$ cat src/hdl/esfr_pkg.sv
// Shared types and constants for the escape-stuffing frame receiver.
package esfr_pkg;

    localparam int unsigned BUFFER_DEPTH_DEF = 64;
    localparam int unsigned MTU_W            = 7;
    localparam int unsigned BYTE_W           = 8;

    localparam logic [MTU_W-1:0]  MTU_RESET  = 7'd64;
    localparam logic [BYTE_W-1:0] BYTE_START = 8'hE1;
    localparam logic [BYTE_W-1:0] BYTE_END   = 8'hE0;
    localparam logic [BYTE_W-1:0] BYTE_ESC   = 8'h3D;
    localparam logic [BYTE_W-1:0] ESC_OFFSET = 8'd64;

    typedef enum logic [1:0] {
        ST_UNSYNCED,
        ST_READING,
        ST_ESCAPED,
        ST_EMIT
    } state_t;

endpackage

$ cat src/hdl/esfr_frame_ram.sv
// Frame payload store: one write port, one registered read port.
module esfr_frame_ram
    import esfr_pkg::*;
#(
    parameter int unsigned DEPTH = BUFFER_DEPTH_DEF,
    parameter int unsigned IDX_W = (DEPTH > 1) ? $clog2(DEPTH) : 1
)
(
    input  logic              clk,
    input  logic              we,
    input  logic [IDX_W-1:0]  waddr,
    input  logic [BYTE_W-1:0] wdata,
    input  logic              re,
    input  logic [IDX_W-1:0]  raddr,
    output logic [BYTE_W-1:0] rdata
);

    logic [BYTE_W-1:0] mem [DEPTH];

    always_ff @(posedge clk)
    begin
        if (we)
        begin
            mem[waddr] <= wdata;
        end
    end

    always_ff @(posedge clk)
    begin
        if (re)
        begin
            rdata <= mem[raddr];
        end
    end

endmodule

$ cat src/hdl/escape_stuffing_frame_receiver.sv
// Top level of the escape-stuffing frame receiver: FSM, fill counter and output register.
// Output: the first payload transaction follows the end byte through the emit state,
// the store's registered read data and the output register; an empty-frame result is
// valid the cycle after the end byte. Throughput: one line byte per cycle while receiving
// and the output is not held; each store read waits for the last one to reach the output.
// Reset: asynchronous, active low; unsynced, mtu 64, output empty; frame store not cleared.
module escape_stuffing_frame_receiver
    import esfr_pkg::*;
#(
    parameter int unsigned BUFFER_DEPTH = BUFFER_DEPTH_DEF
)
(
    input  logic              clk,
    input  logic              rst_n,
    input  logic              mtu_we,
    input  logic [MTU_W-1:0]  mtu_wdata,
    input  logic              s_tvalid,
    output logic              s_tready,
    input  logic [BYTE_W-1:0] s_tdata,   // [7:0] rx_byte
    output logic              m_tvalid,
    input  logic              m_tready,
    output logic [BYTE_W-1:0] m_tdata,   // [7:0] frame_byte
    output logic              m_tlast,
    output logic              m_tuser    // [0] empty_frame
);

    localparam int unsigned IDX_W = (BUFFER_DEPTH > 1) ? $clog2(BUFFER_DEPTH) : 1;
    localparam int unsigned CNT_W = $clog2(BUFFER_DEPTH + 1);
    localparam logic [MTU_W-1:0] DEPTH_M = MTU_W'(BUFFER_DEPTH);

    state_t            state_reg, state_next;
    logic [MTU_W-1:0]  mtu_reg;
    logic [CNT_W-1:0]  fill_reg, fill_next;
    logic [IDX_W-1:0]  rd_idx_reg, rd_idx_next;
    logic              rd_pending_reg;
    logic              rd_last_reg;
    logic              out_valid_reg;
    logic [BYTE_W-1:0] out_data_reg;
    logic              out_last_reg;
    logic              out_empty_reg;

    logic              s_fire;
    logic [MTU_W-1:0]  limit;
    logic              at_limit;
    logic              fill_zero;
    logic              rd_final;
    logic              issue;
    logic              mem_we;
    logic [BYTE_W-1:0] mem_wdata;
    logic [BYTE_W-1:0] mem_rdata;
    logic              load_empty;

    assign s_tready  = (state_reg != ST_EMIT) && !rd_pending_reg
                       && (!out_valid_reg || m_tready);
    assign s_fire    = s_tvalid && s_tready;
    assign limit     = (mtu_reg > DEPTH_M) ? DEPTH_M : mtu_reg;
    assign at_limit  = (MTU_W'(fill_reg) >= limit);
    assign fill_zero = (fill_reg == '0);
    assign rd_final  = ((CNT_W'(rd_idx_reg) + CNT_W'(1)) == fill_reg);
    assign issue     = (state_reg == ST_EMIT) && !rd_pending_reg
                       && (!out_valid_reg || m_tready);

    // next state
    always_comb
    begin
        state_next = state_reg;
        unique case (state_reg)
            ST_UNSYNCED:
            begin
                if (s_fire && (s_tdata == BYTE_START))
                begin
                    state_next = ST_READING;
                end
            end
            ST_READING:
            begin
                if (s_fire)
                begin
                    priority if (s_tdata == BYTE_END)
                    begin
                        state_next = fill_zero ? ST_UNSYNCED : ST_EMIT;
                    end
                    else if (s_tdata == BYTE_ESC)
                    begin
                        state_next = ST_ESCAPED;
                    end
                    else if (at_limit)
                    begin
                        state_next = ST_UNSYNCED;
                    end
                    else
                    begin
                        state_next = ST_READING;
                    end
                end
            end
            ST_ESCAPED:
            begin
                if (s_fire)
                begin
                    state_next = at_limit ? ST_UNSYNCED : ST_READING;
                end
            end
            ST_EMIT:
            begin
                if (issue && rd_final)
                begin
                    state_next = ST_UNSYNCED;
                end
            end
            default:
            begin
                state_next = ST_UNSYNCED;
            end
        endcase
    end

    // datapath controls
    always_comb
    begin
        mem_we      = 1'b0;
        mem_wdata   = s_tdata;
        load_empty  = 1'b0;
        fill_next   = fill_reg;
        rd_idx_next = rd_idx_reg;
        unique case (state_reg)
            ST_UNSYNCED:
            begin
                if (s_fire && (s_tdata == BYTE_START))
                begin
                    fill_next = '0;
                end
            end
            ST_READING:
            begin
                if (s_fire)
                begin
                    priority if (s_tdata == BYTE_END)
                    begin
                        load_empty  = fill_zero;
                        rd_idx_next = '0;
                    end
                    else if (s_tdata == BYTE_ESC)
                    begin
                        fill_next = fill_reg;
                    end
                    else if (at_limit)
                    begin
                        fill_next = '0;
                    end
                    else
                    begin
                        mem_we    = 1'b1;
                        fill_next = fill_reg + CNT_W'(1);
                    end
                end
            end
            ST_ESCAPED:
            begin
                mem_wdata = s_tdata - ESC_OFFSET;
                if (s_fire)
                begin
                    if (at_limit)
                    begin
                        fill_next = '0;
                    end
                    else
                    begin
                        mem_we    = 1'b1;
                        fill_next = fill_reg + CNT_W'(1);
                    end
                end
            end
            ST_EMIT:
            begin
                if (issue)
                begin
                    rd_idx_next = rd_idx_reg + IDX_W'(1);
                end
            end
            default:
            begin
                fill_next = '0;
            end
        endcase
    end

    // writes and reads never meet on one entry: all writes of a frame precede its reads
    esfr_frame_ram #(
        .DEPTH (BUFFER_DEPTH),
        .IDX_W (IDX_W)
    ) u_ram (
        .clk   (clk),
        .we    (mem_we),
        .waddr (IDX_W'(fill_reg)),
        .wdata (mem_wdata),
        .re    (issue),
        .raddr (rd_idx_reg),
        .rdata (mem_rdata)
    );

    always_ff @(posedge clk or negedge rst_n)
    begin
        if (!rst_n)
        begin
            state_reg      <= ST_UNSYNCED;
            mtu_reg        <= MTU_RESET;
            fill_reg       <= '0;
            rd_idx_reg     <= '0;
            rd_pending_reg <= 1'b0;
            rd_last_reg    <= 1'b0;
            out_valid_reg  <= 1'b0;
        end
        else
        begin
            state_reg      <= state_next;
            fill_reg       <= fill_next;
            rd_idx_reg     <= rd_idx_next;
            rd_pending_reg <= issue;
            rd_last_reg    <= rd_final;
            if (mtu_we)
            begin
                mtu_reg <= mtu_wdata;
            end
            if (rd_pending_reg || load_empty)
            begin
                out_valid_reg <= 1'b1;
            end
            else if (m_tready)
            begin
                out_valid_reg <= 1'b0;
            end
        end
    end

    always_ff @(posedge clk)
    begin
        if (rd_pending_reg)
        begin
            out_data_reg  <= mem_rdata;
            out_last_reg  <= rd_last_reg;
            out_empty_reg <= 1'b0;
        end
        else if (load_empty)
        begin
            out_data_reg  <= '0;
            out_last_reg  <= 1'b1;
            out_empty_reg <= 1'b1;
        end
    end

    assign m_tvalid = out_valid_reg;
    assign m_tdata  = out_data_reg;
    assign m_tlast  = out_last_reg;
    assign m_tuser  = out_empty_reg;

`ifndef SYNTHESIS
    a_read_lands_free : assert property (@(posedge clk) disable iff (!rst_n)
        rd_pending_reg |-> !out_valid_reg)
        else $error("read data arrives while output register is occupied");

    a_no_input_emit : assert property (@(posedge clk) disable iff (!rst_n)
        (state_reg == ST_EMIT) |-> !s_tready)
        else $error("input taken while emitting a frame");

    a_fill_bound : assert property (@(posedge clk) disable iff (!rst_n)
        (fill_reg <= CNT_W'(BUFFER_DEPTH)))
        else $error("fill count beyond store depth");

    a_empty_result : assert property (@(posedge clk) disable iff (!rst_n)
        load_empty |=> (m_tvalid && m_tlast && m_tuser && (m_tdata == '0)))
        else $error("empty frame result malformed");
`endif

endmodule
$ cat config.mk
export PLATFORM = sky130hd
export DESIGN_NAME = escape_stuffing_frame_receiver
export DESIGN_NICKNAME = d
export VERILOG_FILES = /design/src/hdl/esfr_pkg.sv /design/src/hdl/esfr_frame_ram.sv /design/src/hdl/escape_stuffing_frame_receiver.sv
export SDC_FILE = /design/constraint.sdc
export NUM_CORES = 1
export LEC_CHECK = 0
export BUFFER_PORTS_ARGS = -buffer_cell sky130_fd_sc_hd__buf_2
export CAP_MARGIN = 20
export CORE_MARGIN = 2
export CORE_UTILIZATION = 51
export DETAILED_ROUTE_END_ITERATION = 8
export MAX_ROUTING_LAYER = met4
export PLACE_DENSITY = 0.65
export SETUP_SLACK_MARGIN = 0.3
export SLEW_MARGIN = 5
export SYNTH_ARGS = -nofsm -noshare
export SYNTH_HDL_FRONTEND = slang
export SYNTH_SLANG_ARGS = --single-unit
export TNS_END_PERCENT = 1
$ cat constraint.sdc
create_clock -name clk -period 4.4 [get_ports clk]
set_clock_uncertainty 0.15 [all_clocks]
set_input_delay 0.88 -clock clk [delete_from_list [all_inputs] [get_ports clk]]
set_output_delay 0.88 -clock clk [all_outputs]
set_load 0.005 [all_outputs]
==> results.sh <==
export IMPL_drtIter0Drc=1418
export IMPL_fp_dieW_um=213
export IMPL_synth_xor_area_share=0.00394
export IMPL_async_flop_share=0.0450
export IMPL_nets=1219
export IMPL_startpoint="fill_reg[0]"
export IMPL_synth_seq_cells=555
export IMPL_antenna_found_initial=0
export IMPL_place_congestion=0.822
export IMPL_startpoint_type="flop"
export IMPL_syn_nets=1099
export IMPL_cts_sinks=555
export IMPL_die_height_um=213
export IMPL_reg2reg_depth=10
export IMPL_synth_warning_count=0
export IMPL_synth_avg_cell_area_um2=20.9
export IMPL_critical_path_arrival_ns=4.05
export IMPL_grt_start_max_net_pins=65
export IMPL_synth_top_area_cell="edfxtp_1"
export IMPL_outcome="finished, final reports clean"
export IMPL_route_vias_total=11000
export IMPL_layout_common_cells="edfxtp_1, mux4_2, buf_4, nor3_1, clkbuf_16"
export IMPL_largest_reg_flops=512
export IMPL_setup_violations=0
export IMPL_synthCells=1063
export IMPL_mostFrequentLayoutCell="edfxtp_1"
export IMPL_dr_pass1_iters=6
export IMPL_rrSetupSlack_ns=0.42
export IMPL_ir_drop_mv=0.271
export IMPL_synthAdderAreaFrac=0.00900
export IMPL_ys_top_cells_by_area="edfxtp_1, mux4_2, dfrtp_1"
export IMPL_synth_mux_area_frac=0.169
export IMPL_layout_cells_non_filler=1812
export IMPL_p_leak_nw=8.01
export IMPL_ys_seq_area_frac=0.743
export IMPL_rr_endpoint="u_ram.mem[37][6]"
export IMPL_synth_compound_area_frac=0.0173
export IMPL_syn_cell_area_um2=22200
export IMPL_fmax_mhz=251
export IMPL_holdWs_ns=0.124
export IMPL_core_area_um2=43100
export IMPL_holdBufCountCts=0
export IMPL_yosys_area_share_simple=0.0404
export IMPL_required_ns=4.47
export IMPL_worstMarginPinSlew_ns=1.10
export IMPL_viasPerCell=6.09
export IMPL_drv_cap=0
export IMPL_ctsResizeCount=0
export IMPL_post_route_min_period_ns=3.98
export IMPL_cts_path_max_buffers=3
export IMPL_post_place_cells=1698
export IMPL_hold_violations=0
export IMPL_largest_register="u_ram.mem"
export IMPL_grt_overflow_total=0
export IMPL_swShare=0.255
export IMPL_combPwrFrac=0.172
export IMPL_wirelength_um=49100
export IMPL_drtAntennaViolNets=0
export IMPL_start_util=0.516
export IMPL_synth_top_family_by_area="multiplexers"
export IMPL_hold_path_class="input port to asynchronous set/reset pin"
export IMPL_pwr_share_seq=0.484
export IMPL_critPathKind="flop to flop"
export IMPL_pin_count=32
export IMPL_p_switching_mw=3.19
export IMPL_num_rows=76
export IMPL_h_tree_depth=2
export IMPL_yosysTopAreaCellShare=0.714
export IMPL_yosys_most_used_dff="edfxtp_1"
export IMPL_cts_root_buffer="clkbuf_16"
export IMPL_grt_total_usage=0.231
export IMPL_routedWlPerCell_um=27.1
export IMPL_cts_buffers=53
export IMPL_cts_tree="built"
export IMPL_grt_pass1_wl_um=72300
export IMPL_clkPwrFrac=0.345
export IMPL_power_mw=12.5
export IMPL_drcViolationCount=0
export IMPL_rsz0062_at_grt="yes"
export IMPL_io_buffers=31
export IMPL_die_area_um2=45300
export IMPL_relSlewSlack=0.262
export IMPL_dp_hpwl_um=30600
export IMPL_insertion_delay_ns=0.62
export IMPL_clkTransAtPathRegs_ns=0.06
export IMPL_powerDensity_nw_per_um2=495
export IMPL_drive_above_1_share=0.314
export IMPL_postCtsSetupBuffers=0
export IMPL_r2r_start="fill_reg[0]"
export IMPL_fin_tns_setup_ns=0
export IMPL_yosysUniqueCellTypes=49
export IMPL_worst_setup_path_end_kind="flop"
export IMPL_synth_edf_count=529
export IMPL_worstPathMaxFanout=16
export IMPL_drv_slew=0
export IMPL_first_global_vias=10900
export IMPL_fin_crit_sh=0.904
export IMPL_p_int_mw=9.31
export IMPL_syn2layout_area_growth_pct=13.6
-- cells in the mapped netlist, drive strengths merged, types with 7 or more instances --
| library cell | n |
|---|---|
| nor2b | 14 |
| clkbuf | 31 |
| xor2 | 7 |
| nand3 | 17 |
| ha | 16 |
| mux2 | 8 |
| mux2i | 7 |
| inv | 13 |
| a21oi | 13 |
| or3 | 7 |
| and2 | 10 |
| nor3 | 68 |
| nor2 | 14 |
| dfrtp | 24 |
| edfxtp | 529 |
| o21ai | 17 |
| buf | 32 |
| nand2 | 21 |
| mux4 | 160 |
-- worst max-delay path by stage --
| stage | slack, ns | endpoint | cells after the start |
|---|---|---|---|
| 6_report | 0.42 | u_ram.mem[37][6] | 10 |
| 5_1_grt | 0.21 | u_ram.mem[37][7] | 10 |
| 4_1_cts | 0.33 | u_ram.mem[62][1] | 10 |
| 3_5_place_dp | 0.26 | u_ram.mem[62][6] | 9 |
| 3_3_place_gp | 0.42 | u_ram.mem[8][4] | 9 |
| 2_1_floorplan | 0.65 | u_ram.mem[0][7] | 3 |
-- per-layer routing --
| layer | vias to the layer above | share of wire | global-route usage |
|---|---|---|---|
| met5 | - | 0 | - |
| met4 | 0 | 0.019 | 0.0670 |
| met3 | 75 | 0.072 | 0.0396 |
| met2 | 465 | 0.48 | 0.350 |
| met1 | 5819 | 0.43 | 0.330 |
| li1 | 4678 | - | - |
-- critical path: stages (launching register included) --
cell and delay (ns):
dfrtp_1 0.47, inv_1 0.20, ha_1 0.32, nand2b_1 0.14, a21o_1 0.17, a21oi_1 0.18, o211ai_1 0.21, or2_2 0.47
buf_12 0.21, buf_4 0.20, nor3_1 0.85
-- logic make-up after synthesis --
kind of cell / count (synthesis)
AO/OA/AOI/OAI: 59
XOR/XNOR: 10
adder cells (fa/ha/maj): 16
buffers and inverters: 76
flip-flops: 555
multiplexers: 175
AND/OR/NAND/NOR: 172
-- per-stage QoR --
stage | cell area (µm²) | utilization | setup slack [ns]
finish | 25300 | 0.586 | 0.421
global route | 25300 | 0.586 | 0.209
CTS | 25200 | 0.584 | 0.331
detailed placement | 23500 | 0.547 | 0.260
global placement | 23500 | 0.545 | 0.416
floorplan | 22200 | - | 0.647
-- power by group through the flow --
stage | clock (mW) | sequential (mW) | combinational (mW)
final | 4.31 | 6.04 | 2.15
after detailed placement | 0 | 6.16 | 2.15
after CTS | 4.39 | 6.05 | 2.16
after global placement | 0 | 6.15 | 2.14
after floorplan | 0 | 6.05 | 1.54
after global routing | 4.59 | 6.06 | 2.27
-- cell type report --
| cell class | count | area, µm² |
|---|---|---|
| antenna | 1 | 2.50 |
| clock buffer | 66 | 1380 |
| clock inverter | 32 | 248 |
| fill | 3075 | 17800 |
| inverter | 13 | 48.8 |
| multi-input combinational | 432 | 5390 |
| sequential | 555 | 16500 |
| tap | 585 | 732 |
| timing repair buffer | 128 | 921 |
Note: power is estimated with default switching activity, not from simulation.
